[src/lrha_pkg.sv]
package lrha_pkg;

  localparam logic [4:0] RING_SIZE   = 5'd24;
  localparam logic [9:0] ELAPSED_MAX = 10'd1023;

  // Exact floor(h / 360) for any 16-bit h: (h * 46604) >> 24
  localparam logic [31:0] DIV360_MUL = 32'd46604;
  localparam int          DIV360_SH  = 24;
  // Exact floor(x / 15) for x below 375: (x * 2185) >> 15
  localparam logic [20:0] DIV15_MUL  = 21'd2185;
  localparam int          DIV15_SH   = 15;

  typedef enum logic [1:0] {
    REQ_TICK    = 2'd0,
    REQ_HEADING = 2'd1,
    REQ_SPEED   = 2'd2,
    REQ_NONE    = 2'd3
  } req_t;

  localparam logic CFG_MS_PER_TICK = 1'b0;
  localparam logic CFG_GLIDE_MS    = 1'b1;

  // One unit of work for the pixel sequencer
  typedef struct packed {
    logic       frame;   // 0: glide fade, 1: travelling frame
    logic [4:0] ctr;     // new glide pixel, or shown front for a frame
    logic [2:0] tf;      // travel phase 0..5
  } cmd_t;

  typedef struct packed {
    logic [4:0] pixel_index;
    logic [7:0] red;
    logic [7:0] green;
    logic [7:0] blue;
    logic       show_last;
  } pix_t;

  function automatic logic [4:0] ring_add(input logic [4:0] a, input logic [4:0] off);
    logic [5:0] s;
    s = {1'b0, a} + {1'b0, off};
    if (s >= {1'b0, RING_SIZE}) begin
      s = s - {1'b0, RING_SIZE};
    end
    return s[4:0];
  endfunction

  // Glide fade order: centre, then +1/-1, +2/-2, +3/-3 (negatives as 24-k)
  function automatic logic [4:0] glide_off(input logic [2:0] step);
    logic [4:0] r;
    case (step)
      3'd0:    r = 5'd0;
      3'd1:    r = 5'd1;
      3'd2:    r = 5'd23;
      3'd3:    r = 5'd2;
      3'd4:    r = 5'd22;
      3'd5:    r = 5'd3;
      3'd6:    r = 5'd21;
      default: r = 5'd0;
    endcase
    return r;
  endfunction

  function automatic logic [7:0] glide_lvl(input logic [2:0] step);
    logic [7:0] r;
    case (step)
      3'd0:         r = 8'd255;
      3'd1, 3'd2:   r = 8'd205;
      3'd3, 3'd4:   r = 8'd155;
      3'd5, 3'd6:   r = 8'd105;
      default:      r = 8'd0;
    endcase
    return r;
  endfunction

  function automatic logic [7:0] frame_lvl(input logic [2:0] i);
    logic [7:0] r;
    case (i)
      3'd0:    r = 8'd5;
      3'd1:    r = 8'd30;
      3'd2:    r = 8'd55;
      3'd3:    r = 8'd80;
      3'd4:    r = 8'd105;
      3'd5:    r = 8'd255;
      default: r = 8'd0;
    endcase
    return r;
  endfunction

endpackage

[src/led_ring_heading_animator.sv]
// Requests are taken one per cycle while in_full is low, via a two-stage heading divide
// (quotient, then remainder) to the state update; a tick's command then waits in a two-entry
// command queue for the sequencer, which loads it and then writes one pixel per cycle unless
// the output is held: a glide is seven writes and a frame seventeen, after a load state.
// Synchronous active-low reset restores all animation state and valid flags, no data regs.
module led_ring_heading_animator (
  input  logic        clk,
  input  logic        rst_n,
  input  logic        in_push,
  input  logic [1:0]  in_req_type,
  input  logic [15:0] in_heading_deg,
  input  logic [7:0]  in_speed_value,
  output logic        in_full,
  output logic        out_empty,
  input  logic        out_pop,
  output logic [4:0]  out_pixel_index,
  output logic [7:0]  out_red,
  output logic [7:0]  out_green,
  output logic [7:0]  out_blue,
  output logic        out_show_last,
  input  logic        cfg_we,
  input  logic        cfg_index,
  input  logic [7:0]  cfg_data
);

  logic           q_full;
  logic           q_empty;
  logic           q_push;
  logic           q_pop;
  lrha_pkg::cmd_t q_wdata;
  lrha_pkg::cmd_t q_head;
  lrha_pkg::pix_t pix;

  lrha_front u_front (
    .clk            (clk),
    .rst_n          (rst_n),
    .in_push        (in_push),
    .in_req_type    (in_req_type),
    .in_heading_deg (in_heading_deg),
    .in_speed_value (in_speed_value),
    .in_full        (in_full),
    .cfg_we         (cfg_we),
    .cfg_index      (cfg_index),
    .cfg_data       (cfg_data),
    .q_full         (q_full),
    .cmd_push       (q_push),
    .cmd_data       (q_wdata)
  );

  lrha_cmdq u_cmdq (
    .clk       (clk),
    .rst_n     (rst_n),
    .push      (q_push),
    .push_data (q_wdata),
    .full      (q_full),
    .pop       (q_pop),
    .empty     (q_empty),
    .head      (q_head)
  );

  lrha_back u_back (
    .clk       (clk),
    .rst_n     (rst_n),
    .q_empty   (q_empty),
    .q_head    (q_head),
    .q_pop     (q_pop),
    .out_pop   (out_pop),
    .out_empty (out_empty),
    .out_pix   (pix)
  );

  assign out_pixel_index = pix.pixel_index;
  assign out_red         = pix.red;
  assign out_green       = pix.green;
  assign out_blue        = pix.blue;
  assign out_show_last   = pix.show_last;

endmodule

[src/lrha_front.sv]
module lrha_front (
  input  logic              clk,
  input  logic              rst_n,
  input  logic              in_push,
  input  logic [1:0]        in_req_type,
  input  logic [15:0]       in_heading_deg,
  input  logic [7:0]        in_speed_value,
  output logic              in_full,
  input  logic              cfg_we,
  input  logic              cfg_index,
  input  logic [7:0]        cfg_data,
  input  logic              q_full,
  output logic              cmd_push,
  output lrha_pkg::cmd_t    cmd_data
);

  logic adv;

  // stage 1: quotient of heading by 360
  logic        s1_valid_r, s1_valid_nxt;
  logic [1:0]  s1_req_r;
  logic [15:0] s1_h_r;
  logic [7:0]  s1_q_r;
  logic [7:0]  s1_spd_r;
  logic [31:0] q_prod;

  // stage 2: heading remainder plus rounding bias
  logic        s2_valid_r, s2_valid_nxt;
  logic [1:0]  s2_req_r;
  logic [8:0]  s2_x_r;
  logic [7:0]  s2_spd_r;
  logic [16:0] qm;
  logic [15:0] rem;

  // animation state
  logic [7:0] ms_r, ms_nxt;
  logic [7:0] gi_r, gi_nxt;
  logic       mode_r, mode_nxt;
  logic [7:0] seen_r, seen_nxt;
  logic [7:0] fint_r, fint_nxt;
  logic [4:0] tgt_r, tgt_nxt;
  logic [4:0] glide_r, glide_nxt;
  logic [4:0] shown_r, shown_nxt;
  logic [2:0] tf_r, tf_nxt;
  logic [9:0] elap_r, elap_nxt;

  logic [20:0] f_prod;
  logic [4:0]  f_pix;
  logic [10:0] e_sum;
  logic [9:0]  e_new;
  logic signed [6:0] delta;
  logic [4:0]  gmod;
  logic [4:0]  g_step;
  logic [8:0]  spd_inc;
  logic [8:0]  dec;

  assign adv     = !q_full;
  assign in_full = !adv;

  assign q_prod = {16'd0, in_heading_deg} * lrha_pkg::DIV360_MUL;

  assign qm  = {9'd0, s1_q_r} * 17'd360;
  assign rem = s1_h_r - qm[15:0];

  assign f_prod = {12'd0, s2_x_r} * lrha_pkg::DIV15_MUL;

  always_comb begin
    f_pix = f_prod[lrha_pkg::DIV15_SH +: 5];
    if (f_pix >= lrha_pkg::RING_SIZE) begin
      f_pix = 5'd0;
    end
  end

  always_comb begin
    e_sum = {1'b0, elap_r} + {3'd0, ms_r};
    e_new = (e_sum > {1'b0, lrha_pkg::ELAPSED_MAX}) ? lrha_pkg::ELAPSED_MAX : e_sum[9:0];
    // shortest way round; raw glide position keeps the reset value of 25 honest
    delta = $signed({2'b00, tgt_r}) - $signed({2'b00, glide_r});
    if (delta > 7'sd12) begin
      delta = delta - 7'sd24;
    end else if (delta <= -7'sd12) begin
      delta = delta + 7'sd24;
    end
    gmod = (glide_r >= lrha_pkg::RING_SIZE) ? glide_r - lrha_pkg::RING_SIZE : glide_r;
    if (delta > 7'sd0) begin
      g_step = lrha_pkg::ring_add(gmod, 5'd1);
    end else begin
      g_step = lrha_pkg::ring_add(gmod, 5'd23);
    end
    spd_inc = {1'b0, s2_spd_r} + 9'd1;
    dec     = {1'b0, s2_spd_r} + {1'b0, spd_inc[8:1]};
  end

  always_comb begin
    ms_nxt    = ms_r;
    gi_nxt    = gi_r;
    mode_nxt  = mode_r;
    seen_nxt  = seen_r;
    fint_nxt  = fint_r;
    tgt_nxt   = tgt_r;
    glide_nxt = glide_r;
    shown_nxt = shown_r;
    tf_nxt    = tf_r;
    elap_nxt  = elap_r;
    cmd_push  = 1'b0;
    cmd_data  = '0;

    if (cfg_we) begin
      case (cfg_index)
        lrha_pkg::CFG_MS_PER_TICK: ms_nxt = cfg_data;
        lrha_pkg::CFG_GLIDE_MS:    gi_nxt = cfg_data;
        default: ;
      endcase
    end

    if (adv && s2_valid_r) begin
      case (lrha_pkg::req_t'(s2_req_r))
        lrha_pkg::REQ_TICK: begin
          elap_nxt = e_new;
          if (mode_r) begin
            if (tgt_r != glide_r) begin
              if ({2'd0, gi_r} <= e_new) begin
                glide_nxt     = g_step;
                elap_nxt      = '0;
                cmd_push      = 1'b1;
                cmd_data.frame = 1'b0;
                cmd_data.ctr  = g_step;
                cmd_data.tf   = tf_r;
                if (g_step == tgt_r) begin
                  shown_nxt = tgt_r;
                  tf_nxt    = '0;
                end
              end
            end else if ({2'd0, fint_r} <= e_new) begin
              elap_nxt       = '0;
              cmd_push       = 1'b1;
              cmd_data.frame = 1'b1;
              cmd_data.ctr   = shown_r;
              cmd_data.tf    = tf_r;
              tf_nxt         = (tf_r >= 3'd5) ? 3'd0 : tf_r + 3'd1;
            end
          end
        end
        lrha_pkg::REQ_HEADING: begin
          if (f_pix != glide_r) begin
            tgt_nxt = f_pix;
          end
        end
        lrha_pkg::REQ_SPEED: begin
          if (s2_spd_r != seen_r) begin
            seen_nxt = s2_spd_r;
            if (s2_spd_r != 8'd0) begin
              fint_nxt = (dec >= 9'd190) ? 8'd15 : 8'(9'd205 - dec);
              mode_nxt = 1'b1;
            end else begin
              mode_nxt = 1'b0;
            end
          end
        end
        default: ;
      endcase
    end
  end

  assign s1_valid_nxt = adv ? in_push : s1_valid_r;
  assign s2_valid_nxt = adv ? s1_valid_r : s2_valid_r;

  always_ff @(posedge clk) begin
    if (!rst_n) begin
      s1_valid_r <= 1'b0;
      s2_valid_r <= 1'b0;
      ms_r       <= 8'd2;
      gi_r       <= 8'd25;
      mode_r     <= 1'b0;
      seen_r     <= 8'd1;
      fint_r     <= 8'd203;
      tgt_r      <= 5'd0;
      glide_r    <= 5'd25;
      shown_r    <= 5'd0;
      tf_r       <= 3'd0;
      elap_r     <= 10'd0;
    end else begin
      s1_valid_r <= s1_valid_nxt;
      s2_valid_r <= s2_valid_nxt;
      ms_r       <= ms_nxt;
      gi_r       <= gi_nxt;
      mode_r     <= mode_nxt;
      seen_r     <= seen_nxt;
      fint_r     <= fint_nxt;
      tgt_r      <= tgt_nxt;
      glide_r    <= glide_nxt;
      shown_r    <= shown_nxt;
      tf_r       <= tf_nxt;
      elap_r     <= elap_nxt;
    end
  end

  always_ff @(posedge clk) begin
    if (adv) begin
      s1_req_r <= in_req_type;
      s1_h_r   <= in_heading_deg;
      s1_q_r   <= q_prod[lrha_pkg::DIV360_SH +: 8];
      s1_spd_r <= in_speed_value;
      s2_req_r <= s1_req_r;
      s2_x_r   <= rem[8:0] + 9'd7;
      s2_spd_r <= s1_spd_r;
    end
  end

endmodule

[src/lrha_cmdq.sv]
module lrha_cmdq (
  input  logic           clk,
  input  logic           rst_n,
  input  logic           push,
  input  lrha_pkg::cmd_t push_data,
  output logic           full,
  input  logic           pop,
  output logic           empty,
  output lrha_pkg::cmd_t head
);

  logic           v0_r, v0_nxt;
  logic           v1_r, v1_nxt;
  lrha_pkg::cmd_t e0_r, e0_nxt;
  lrha_pkg::cmd_t e1_r, e1_nxt;
  logic           do_pop;

  assign full   = v1_r;
  assign empty  = !v0_r;
  assign head   = e0_r;
  assign do_pop = pop && v0_r;

  always_comb begin
    v0_nxt = v0_r;
    v1_nxt = v1_r;
    e0_nxt = e0_r;
    e1_nxt = e1_r;
    if (do_pop) begin
      // advance the second slot into the head, or refill the head from a push
      if (v1_r) begin
        e0_nxt = e1_r;
        e1_nxt = push_data;
        v1_nxt = push;
      end else begin
        e0_nxt = push_data;
        v0_nxt = push;
      end
    end else if (push) begin
      if (!v0_r) begin
        e0_nxt = push_data;
        v0_nxt = 1'b1;
      end else begin
        e1_nxt = push_data;
        v1_nxt = 1'b1;
      end
    end
  end

  always_ff @(posedge clk) begin
    if (!rst_n) begin
      v0_r <= 1'b0;
      v1_r <= 1'b0;
    end else begin
      v0_r <= v0_nxt;
      v1_r <= v1_nxt;
    end
  end

  always_ff @(posedge clk) begin
    e0_r <= e0_nxt;
    e1_r <= e1_nxt;
  end

endmodule

[src/lrha_back.sv]
module lrha_back (
  input  logic           clk,
  input  logic           rst_n,
  input  logic           q_empty,
  input  lrha_pkg::cmd_t q_head,
  output logic           q_pop,
  input  logic           out_pop,
  output logic           out_empty,
  output lrha_pkg::pix_t out_pix
);

  typedef enum logic [2:0] {
    ST_IDLE  = 3'b001,
    ST_GLIDE = 3'b010,
    ST_FRAME = 3'b100
  } seq_state_t;

  seq_state_t     state_r, state_nxt;
  logic [4:0]     ctr_r, ctr_nxt;
  logic [2:0]     tf_r, tf_nxt;
  logic [2:0]     step_r, step_nxt;   // glide write, or frame group
  logic [1:0]     sub_r, sub_nxt;     // write within a frame group
  logic           ovalid_r, ovalid_nxt;
  lrha_pkg::pix_t opix_r, opix_nxt;

  logic           emit;
  logic [3:0]     ti_sum;
  logic [2:0]     ti;
  logic [1:0]     last_sub;
  logic [4:0]     off;
  logic [7:0]     lvl;

  assign out_empty = !ovalid_r;
  assign out_pix   = opix_r;
  assign emit      = (state_r != ST_IDLE) && (!ovalid_r || out_pop);
  assign q_pop     = (state_r == ST_IDLE) && !q_empty;

  always_comb begin
    ti_sum = {1'b0, tf_r} + {1'b0, step_r};
    ti     = (ti_sum >= 4'd6) ? 3'(ti_sum - 4'd6) : ti_sum[2:0];
    case (ti)
      3'd3:       last_sub = 2'd2;
      3'd4, 3'd5: last_sub = 2'd3;
      default:    last_sub = 2'd1;
    endcase
    case (sub_r)
      2'd0:    off = 5'(4'd9 - {1'b0, ti});
      2'd1:    off = 5'd15 + {2'd0, ti};
      2'd2:    off = 5'd9 + {2'd0, ti};
      default: off = 5'(4'd15 - {1'b0, ti});
    endcase
    lvl = lrha_pkg::frame_lvl(step_r);
  end

  always_comb begin
    state_nxt  = state_r;
    ctr_nxt    = ctr_r;
    tf_nxt     = tf_r;
    step_nxt   = step_r;
    sub_nxt    = sub_r;
    opix_nxt   = opix_r;
    ovalid_nxt = (out_pop && ovalid_r) ? 1'b0 : ovalid_r;

    case (state_r)
      ST_IDLE: begin
        if (!q_empty) begin
          ctr_nxt   = q_head.ctr;
          tf_nxt    = q_head.tf;
          step_nxt  = '0;
          sub_nxt   = '0;
          state_nxt = q_head.frame ? ST_FRAME : ST_GLIDE;
        end
      end
      ST_GLIDE: begin
        if (emit) begin
          ovalid_nxt           = 1'b1;
          opix_nxt.pixel_index = lrha_pkg::ring_add(ctr_r, lrha_pkg::glide_off(step_r));
          opix_nxt.red         = lrha_pkg::glide_lvl(step_r);
          opix_nxt.green       = lrha_pkg::glide_lvl(step_r);
          opix_nxt.blue        = lrha_pkg::glide_lvl(step_r);
          opix_nxt.show_last   = (step_r == 3'd6);
          if (step_r == 3'd6) begin
            state_nxt = ST_IDLE;
          end else begin
            step_nxt = step_r + 3'd1;
          end
        end
      end
      ST_FRAME: begin
        if (emit) begin
          ovalid_nxt           = 1'b1;
          opix_nxt.pixel_index = lrha_pkg::ring_add(ctr_r, off);
          opix_nxt.blue        = (sub_r == 2'd0) ? lvl : 8'd0;
          opix_nxt.green       = (sub_r == 2'd1) ? lvl : 8'd0;
          opix_nxt.red         = (sub_r >= 2'd2) ? lvl : 8'd0;
          opix_nxt.show_last   = (step_r == 3'd5) && (sub_r == last_sub);
          if (sub_r == last_sub) begin
            sub_nxt = '0;
            if (step_r == 3'd5) begin
              state_nxt = ST_IDLE;
            end else begin
              step_nxt = step_r + 3'd1;
            end
          end else begin
            sub_nxt = sub_r + 2'd1;
          end
        end
      end
      default: state_nxt = ST_IDLE;
    endcase
  end

  always_ff @(posedge clk) begin
    if (!rst_n) begin
      state_r  <= ST_IDLE;
      ovalid_r <= 1'b0;
    end else begin
      state_r  <= state_nxt;
      ovalid_r <= ovalid_nxt;
    end
  end

  always_ff @(posedge clk) begin
    ctr_r  <= ctr_nxt;
    tf_r   <= tf_nxt;
    step_r <= step_nxt;
    sub_r  <= sub_nxt;
    opix_r <= opix_nxt;
  end

endmodule
[config.mk]
export PLATFORM = sky130hd
export DESIGN_NAME = led_ring_heading_animator
export DESIGN_NICKNAME = d
export VERILOG_FILES = /design/src/lrha_pkg.sv /design/src/led_ring_heading_animator.sv /design/src/lrha_front.sv /design/src/lrha_cmdq.sv /design/src/lrha_back.sv
export SDC_FILE = /design/constraint.sdc
export NUM_CORES = 1
export LEC_CHECK = 0
export ABC_AREA = 0
export BUFFER_PORTS_ARGS = -buffer_cell sky130_fd_sc_hd__buf_2
export CAP_MARGIN = 20
export CORE_AREA = 2 2 221 223
export DETAILED_ROUTE_END_ITERATION = 10
export DIE_AREA = 0 0 223 225
export GPL_ROUTABILITY_DRIVEN = 0
export PLACE_DENSITY = 0.56
export SYNTH_ARGS = -nofsm -noshare
export SYNTH_HDL_FRONTEND = slang
export SYNTH_SLANG_ARGS = --single-unit
[constraint.sdc]
create_clock -name clk -period 11.3 [get_ports clk]
set_clock_uncertainty 0.2 [all_clocks]
set_input_delay 2.26 -clock clk [delete_from_list [all_inputs] [get_ports clk]]
set_output_delay 2.26 -clock clk [all_outputs]
set_load 0.01 [all_outputs]
After elaboration in Yosys (flattened, before gate mapping)
Index checks and enable logic that the tools add are counted.

Bits in registers: 176. Output and inout port bits: 32. Logic and storage cells: 246. Bits of input ports: 40.

Mux-type cells: 84. Bitwise logic cells: 1. Magnitude comparators: 16. $mul: 3. Add/subtract/negate cells: 27. Equality and inequality tests: 35. Reductions and logical operators: 42.

Operators by type and width (number): $mux W9 (13); $mux W30 (2); $pmux W30 S2 (1); $mux W3 (19); $mux W10 (5); $pmux W8 S6 (1); $mux W5 (9); $mux W8 (5); $pmux W8 S4 (1); $mul A16 B14 Y30 const B (1); $pmux W5 S6 (1); $sub A5 B5 Y5 const B (5); $ge A6 B5 Y1 const B (4); $le A8 B10 Y1 (2); $mul A9 B12 Y20 const B (1); $eq A3 B3 Y1 const B (6); $pmux W3 S3 (2); $reduce_and A6 Y1 (3); $mux W1 (17); $pmux W5 S3 (1); $reduce_and A3 Y1 (5); $mux W7 (2); $ne A2 B2 Y1 const B (7); $reduce_and A2 Y1 (7); other kinds (53) (88).

Longest topological paths before layout
Gate-level depths: netlist of the first run.

Word-level depth: 14. Gate-level depth with buffers: 19. Depth with buffers taken out: 19.

By module
A second synthesis of the first run with hierarchy kept.

Cells, all modules: 1456. Area total of the unflattened synthesis: 14316.2 µm².

Modules (own cells, without submodules): lrha_front (cells each 1141, sequential area each 2582.5 µm², area each 10606.4 µm², instances 1); lrha_back (cells each 274, sequential area each 1371.3 µm², area each 2941.6 µm², instances 1); lrha_cmdq (cells each 41, sequential area each 580.6 µm², area each 768.2 µm², instances 1).

Worst setup path after synthesis of the first run
No wires, ideal clock.

Path type: input port to flip-flop. Start point: input in_heading_deg[1]. End point: register u_front.s1_q_r[5] (data pin). Data required time: 10838 ps. Path buffers: 0. Data arrival time: 6619 ps. Setup time: 262 ps. Slack: 4219 ps. Stages on the path: 17. Cell sequence: ha_1 -> inv_1 -> fa_1 -> fa_1 -> inv_1 -> fa_1 -> fa_1 -> fa_1 -> ha_1 -> a21o_1 -> a21o_1 -> a21oi_1 -> nor3_1 -> a21oi_1 -> o31ai_1 -> o31ai_1 -> xnor2_1.

Word-level cells in the longest chain between the ends: 1.

RTL lines: start, declared (RTL line led_ring_heading_animator.sv:11) `input logic [15:0] in_heading_deg,`; $mul A16 B14 Y30 (RTL line lrha_front.sv:60) `assign q_prod = {16'd0, in_heading_deg} * lrha_pkg::DIV360_MUL;`; net u_front.q_prod[29] (RTL line lrha_front.sv:25) `logic [31:0] q_prod;`; end signal, assigned (RTL line lrha_front.sv:202) `s1_q_r <= q_prod[lrha_pkg::DIV360_SH +: 8];`; end, declared (RTL line lrha_front.sv:23) `logic [7:0] s1_q_r;`.

The timed path passes the listed nets, and every way through them passes these cells. A chain may end at the register's enable or synchronous reset.

Final worst setup path of the first run
Start point: input in_heading_deg[4]. End point: register u_front.s1_q_r[5] (data pin).

Same word-level chain as after synthesis.

==> results of run 1 <==
## flip-flops by register name, summed over array words and instances (netlist names), 9 cells and up
register,cells
u_front.s1_h_r,9
u_front.elap_r,10
u_front.s2_x_r,9
u_cmdq.e1_r,9
u_cmdq.head,9
u_back.out_pix,30
## worst max path at each step
stage / startpoint / end / cells past startpoint
finish: in_heading_deg[4] / u_front.s1_q_r[5] / 18
global route: in_heading_deg[3] / u_front.s1_q_r[5] / 18
CTS: in_heading_deg[1] / u_front.s1_q_r[5] / 18
detailed placement: in_heading_deg[1] / u_front.s1_q_r[5] / 18
global placement: in_heading_deg[4] / u_front.s1_q_r[5] / 18
floorplan: in_heading_deg[1] / u_front.s1_q_r[5] / 17
## power by group
| group | internal [mW] | leakage [nW] | switching [mW] |
|---|---|---|---|
| combinational | 0.914 | 5.20 | 1.14 |
| sequential | 0.807 | 1.56 | 0.0618 |
| clock | 0.312 | 0.264 | 0.268 |
| total | 2.03 | 7.03 | 1.47 |
## cells in the mapped netlist, types with 6 or more instances
cell type  count
a211oi_1       7
a21boi_0      22
a21o_1        27
a21oi_1       65
a22oi_1        8
a31oi_1       11
and2_1        10
and3_1        10
clkbuf_1      30
dfxtp_1       69
edfxtp_1     105
fa_1          67
ha_1         225
inv_1        194
mux2i_1       24
nand2_1      119
nand2b_1      11
nand3_1       29
nand4_1       12
nor2_1        75
nor2b_1       30
nor3_1        16
o211ai_1      13
o21ai_0       61
o21bai_1      13
o22ai_1       11
or2_2          9
or3_1          6
xnor2_1       53
xor2_1        25
## cell type report
cell class / instances / area share [%]
inverters: 198 / 4.72
well taps: 615 / 4.89
flip-flops and latches: 174 / 28.8
multi-input cells: 1031 / 55.5
clock inverters: 13 / 0.818
repair buffers: 75 / 2.45
clock buffers: 19 / 2.81
## worst max-delay path, stage by stage
cell	delay [ns]
buf_2	0.15
ha_1	0.30
inv_1	0.12
fa_1	0.46
fa_1	0.54
inv_1	0.05
fa_1	0.51
fa_1	0.58
fa_1	0.43
ha_1	0.34
a21o_1	0.19
a21o_1	0.17
a21oi_1	0.21
nor3_1	0.08
a21oi_1	0.12
o31ai_1	0.14
o31ai_1	0.31
xnor2_1	0.09
## logic make-up (layout without fill, tap and decap cells)
kind of cell               Yosys count  after routing  synth area share, %
and+or+nand+nor                    342            342                 11.5
adders and majority gates          292            292                 29.4
AOI/OAI and AO/OA                  289            289                 13.8
buffers and inverters              230            305                 6.16
DFF                                174            174                 32.1
xor gates and xnor gates            79             79                 4.99
muxes                               29             29                 2.18
## per-layer routing
layer | up-vias | GRT usage, % | part of all wire [%]
met3 | 19 | 2.78 | 3.4
met1 | 4676 | 15.1 | 47
met4 | 0 | 3.83 | 1.3
li1 | 5104 | - | -
met5 | - | 0 | 0
met2 | 126 | 20.6 | 48
## per-stage QoR
step | worst slack, ns | instance area, um^2 | std cells
CTS | 4.28 | 15700 | 2125
floorplan | 4.22 | 14100 | 1435
global route | 4.02 | 15700 | 2125
detailed placement | 3.77 | 15200 | 2093
finish | 4.28 | 15700 | 2125
global placement | 3.85 | 15200 | 2093
==> qor.yml, run 1 <==
outcome: "finished, final reports clean"
dr.pass1.iters: 5
tritoncts: "done"
rows: 80
p_leak_nw: 7.03
drt_iter0_drc: 548
fmax_ghz: 0.142
post_cts_buffers: 0
grt_max_degree: 75
grt_pass1_wl_um: 49100
synth_cell_types: 70
ys_seq_area_share_pct: 32.1
synthArstFlopShare_pct: 0
min_to: "u_front.s2_spd_r[4]"
fill_cells: 4836
tns_ns: 0
nets: 1829
wl_per_cell_um: 13.5
r2r_cells: 17
die_h_um: 225
synth_top_area_cell: "edfxtp_1"
final_util_pct: 33.1
multiInputGateArea_um2: 8740
port_buffers: 71
pin_count: 72
coreArea_um2: 47500
cts.sinks: 174
fin_crit_ns: 7.02
hp-class: "register to register"
htree_levels: 4
setup_viol: 0
synthCells: 1435
design.die.area_um2: 50200
timing.rr.start: "u_front.elap_r[0]"
vias: 9925
die_w_um: 223
final_cell_mix: "ha_1 (225), inv_1 (194), nand2_1 (119), edfxtp_1 (105), nor2_1 (74)"
total_power_mw: 3.50
synth-edff-count: 105
grt_pass1_vias: 10200
clk_path_buf_depth: 2
hold_viol: 0
worstPathArrival_ns: 7.04
yosysWarnings: 0
cp.required_ns: 11.32
min_from: "u_front.s1_spd_r[4]"
post-route-period-util_pct: 62.1
diodes: 0
ys_seq_elements: 174
ys_top_cells_by_area: "edfxtp_1 (22%), ha_1 (20%), dfxtp_1 (9.8%)"
route.detailed.drc: 0
vias_per_cell: 4.67
synth_nets: 1767
seq_area_um2: 4530
worstSkewPairLatency_ns: 0.48
crit_type: "input port to register"
syn_avg_cell_area_um2: 9.86
holdPathStages: 0
cp_max_fo: 6
synth.top_cell.area_share_pct: 22.3
peakVddDrop_mv: 0.137
drv_cap: 0
grt_use_total_pct: 12.1
slew_violations: 0
area_delta_synth_final_pct: 11.3
end_kind: "register"
rsz0062_at_grt: "false"
wl_um: 28700
r2r_setup_slack_ns: 5.52
netlist_area_um2: 14100
tightest_slew_ns: 0.896
grt_overflow: 0
final_common_cell: "ha_1"
clkTransAtPathRegs_ns: 0.06
hpwl_um: 22800
final_antenna_net_count: 0
post_cts_resized: 0
start_kind: "input port"
drive_gt1_share_pct: 9.14
antenna_found_initial: 0
synthFlopType: "edfxtp_1"
relSlewSlack_pct: 40.2
postCtsHoldBufs: 0
initial_core_util_pct: 29.8
hold_ws_ns: 0.219
cts_buffers: 17
p_per_area_nw_per_um2: 222
clock_tree.root_cell: "clkbuf_16"
r2r-end: "u_cmdq.e1_r[6]"
(Power assumes the default switching activity.)
==> run 2: changes to the inputs <==
- ABC_AREA: 0 -> 1
- CORE_AREA: 2 2 221 223 -> 2 2 222 224
- DIE_AREA: 0 0 223 225 -> 0 0 224 226
- PLACE_DENSITY: 0.56 -> 0.58
- clock period: 11.3 -> 6.1 ns (I/O delays scaled with it)
==> qor.yml, run 2 <==
outcome: "finished, final reports clean"
synth_cell_types: 49
synthFlopType: "edfxtp_1"
synth-edff-count: 105
tritoncts: "done"
fill_cells: 4914
htree_levels: 4
min_to: "u_front.s2_req_r[0]"
port_buffers: 71
dr.pass1.iters: 6
hp-class: "register to register"
synthCells: 1660
fin_crit_ns: 5.75
die_w_um: 224
relSlewSlack_pct: 37.7
cts_buffers: 17
syn_avg_cell_area_um2: 8.60
p_sw_share_pct: 44.5
grt_pass1_vias: 10800
rsz0062_at_grt: "false"
slew_violations: 0
p_per_area_nw_per_um2: 422
grt_max_degree: 51
rows: 81
worst_path_max_delay_cell: "fa_1"
drive_gt1_share_pct: 9.04
post_cts_resized: 0
wl_per_cell_um: 12.4
worstPathArrival_ns: 5.75
end_kind: "register"
peakVddDrop_mv: 0.246
antenna_found_initial: 2
clock_tree.root_cell: "clkbuf_16"
hold_ws_ns: 0.216
worst_slack_ns: 0.352
crit_buf_inv: 4
tns_ns: 0
yosysMostFrequentCell: "inv_1"
pwr-share-clk_pct: 16.5
final_cell_mix: "inv_1 (287), nand2_1 (283), ha_1 (225), nor2_1 (126), edfxtp_1 (105)"
r2r-end: "u_back.out_pix[29]"
final_antenna_net_count: 0
p_switching_mw: 3.03
post-route-period-util_pct: 94.2
yosysWarnings: 0
start_kind: "input port"
coreArea_um2: 48300
clk_path_buf_depth: 2
post_cts_buffers: 0
synthTopCellsByCount: "inv_1 (288), nand2_1 (283), ha_1 (225)"
route.detailed.drc: 0
largest_register_ffs: 30
crit_type: "input port to register"
r2r_setup_slack_ns: 1.49
synthArstFlopShare_pct: 0
clkTransAtPathRegs_ns: 0.07
r2r_cells: 21
p_int_mw: 3.78
vias_per_cell: 4.60
design.die.area_um2: 50600
seqPwrFrac_pct: 23.6
wl_um: 29700
postCtsHoldBufs: 0
drv_cap: 0
tightest_slew_ns: 0.931
synth_top_area_cell: "edfxtp_1"
max_stage_delay_ns: 0.55
final_util_pct: 33.4
ys_top_cells_by_area: "edfxtp_1 (22%), ha_1 (20%), dfxtp_1 (9.7%)"
grt_use_total_pct: 12.1
dpl_cell_area_um2: 15500
nets: 2089
cts.sinks: 174
min_from: "u_front.s1_req_r[0]"
die_h_um: 226
grt_overflow: 0
final_cells: 2393
path_cells: "buf_2 > buf_4 > ha_1 > inv_1 > fa_1 > inv_1 > fa_1 > fa_1 > fa_1 > ha_1 > ha_1 > nand2_1 > nor3_1 > nand4_1 > o21ai_0 > nand3_1 > nand2_1 > xor2_1"
fmax_ghz: 0.174
pin_count: 72
hpwl_um: 24100
synth.top_cell.area_share_pct: 22.1
total_power_mw: 6.81
setup_viol: 0
pre_cts_slack_ns: -0.142
cpMostUsedCell: "fa_1"
area_delta_synth_final_pct: 12.9
synth_nets: 1992
worstSkewPairLatency_ns: 0.45
ys_seq_elements: 174
holdPathStages: 0
grt_pass1_wl_um: 50200
timing.rr.start: "u_back.step_r[1]"
p_leak_nw: 7.91
design_area_um2: 16100
final_common_cell: "inv_1"
ys_seq_area_share_pct: 31.7
drt_iter0_drc: 653
cp.required_ns: 6.10
initial_core_util_pct: 29.5
dp.cells: 2360
hold_viol: 0
netlist_area_um2: 14300
cp_max_fo: 5
combPwrFrac_pct: 59.9
vias: 11000
crit_family: "adder cells"
==> run 2: changes by cell type after synthesis, sizes merged, moves of 11 or more <==
cell	previous run	this run
nand2	119	292
inv	198	292
nand3	29	92
nor2	76	128
o21ai	63	105
a21oi	65	103
xnor2	53	20
nor2b	30	0
mux2i	25	0
a21o	27	3
a21boi	23	0
xor2	25	44
clkbuf	30	15
nand2b	11	0
==> run 2: area by class of cell <==
class	instances	area [um^2]	area share, %
clock buffers	18	439	2.72
well taps	622	778	4.82
flip-flops and latches	174	4530	28.1
inverters	295	1110	6.86
diodes	1	2.50	0.0155
repair buffers	94	528	3.27
clock inverters	14	164	1.02
multi-input cells	1175	8580	53.2
==> run 2: cell families after synthesis <==
logic type	synth area share (%)
fa+ha+maj	29.1
simple gates	16.7
flops	31.7
compound gates	10.2
buf+inv	8.23
xor+xnor	4.06
==> run 2: power groups by stage <==
stage	Sequential (mW)	Combinational [mW]	Clock (mW)
after floorplan	1.61	3.15	0
after global placement	1.64	3.99	0
after detailed placement	1.64	4.06	0
after CTS	1.61	4.12	1.16
after global routing	1.62	4.76	1.20
final	1.61	4.08	1.12
==> run 2: worst max path at each step <==
stage	startpoint	to	slack, ns	depth (start not counted)
CTS	in_heading_deg[4]	u_front.s1_q_r[2]	0.36	19
global route	in_heading_deg[5]	u_front.s1_q_r[2]	0.08	18
finish	in_heading_deg[5]	u_front.s1_q_r[2]	0.35	18
floorplan	in_heading_deg[2]	u_front.s1_q_r[2]	0.23	18
global placement	in_heading_deg[2]	u_front.s1_q_r[2]	-0.1	19
detailed placement	in_heading_deg[4]	u_front.s1_q_r[2]	-0.14	19
==> run 2: layer usage <==
| layer | part of all wire, % | track usage, % | routed length [um] | up-vias |
|---|---|---|---|---|
| met2 | 47 | 20.6 | 13800 | 190 |
| met5 | 0.044 | 0 | 13 | - |
| met4 | 1.6 | 3.66 | 468 | 2 |
| met3 | 4.5 | 2.71 | 1330 | 31 |
| met1 | 47 | 15.4 | 14000 | 5104 |
| li1 | - | - | - | 5686 |
==> run 2: worst register-to-register path, delay by kind of cell, from the launching register on <==
family / cells / cell delay [ns]
AO/OA/AOI/OAI: 5 / 0.92
adder cells (fa/ha/maj): 4 / 1.68
buffers and inverters: 5 / 0.51
flip-flops: 1 / 0.52
AND/OR/NAND/NOR: 7 / 0.51
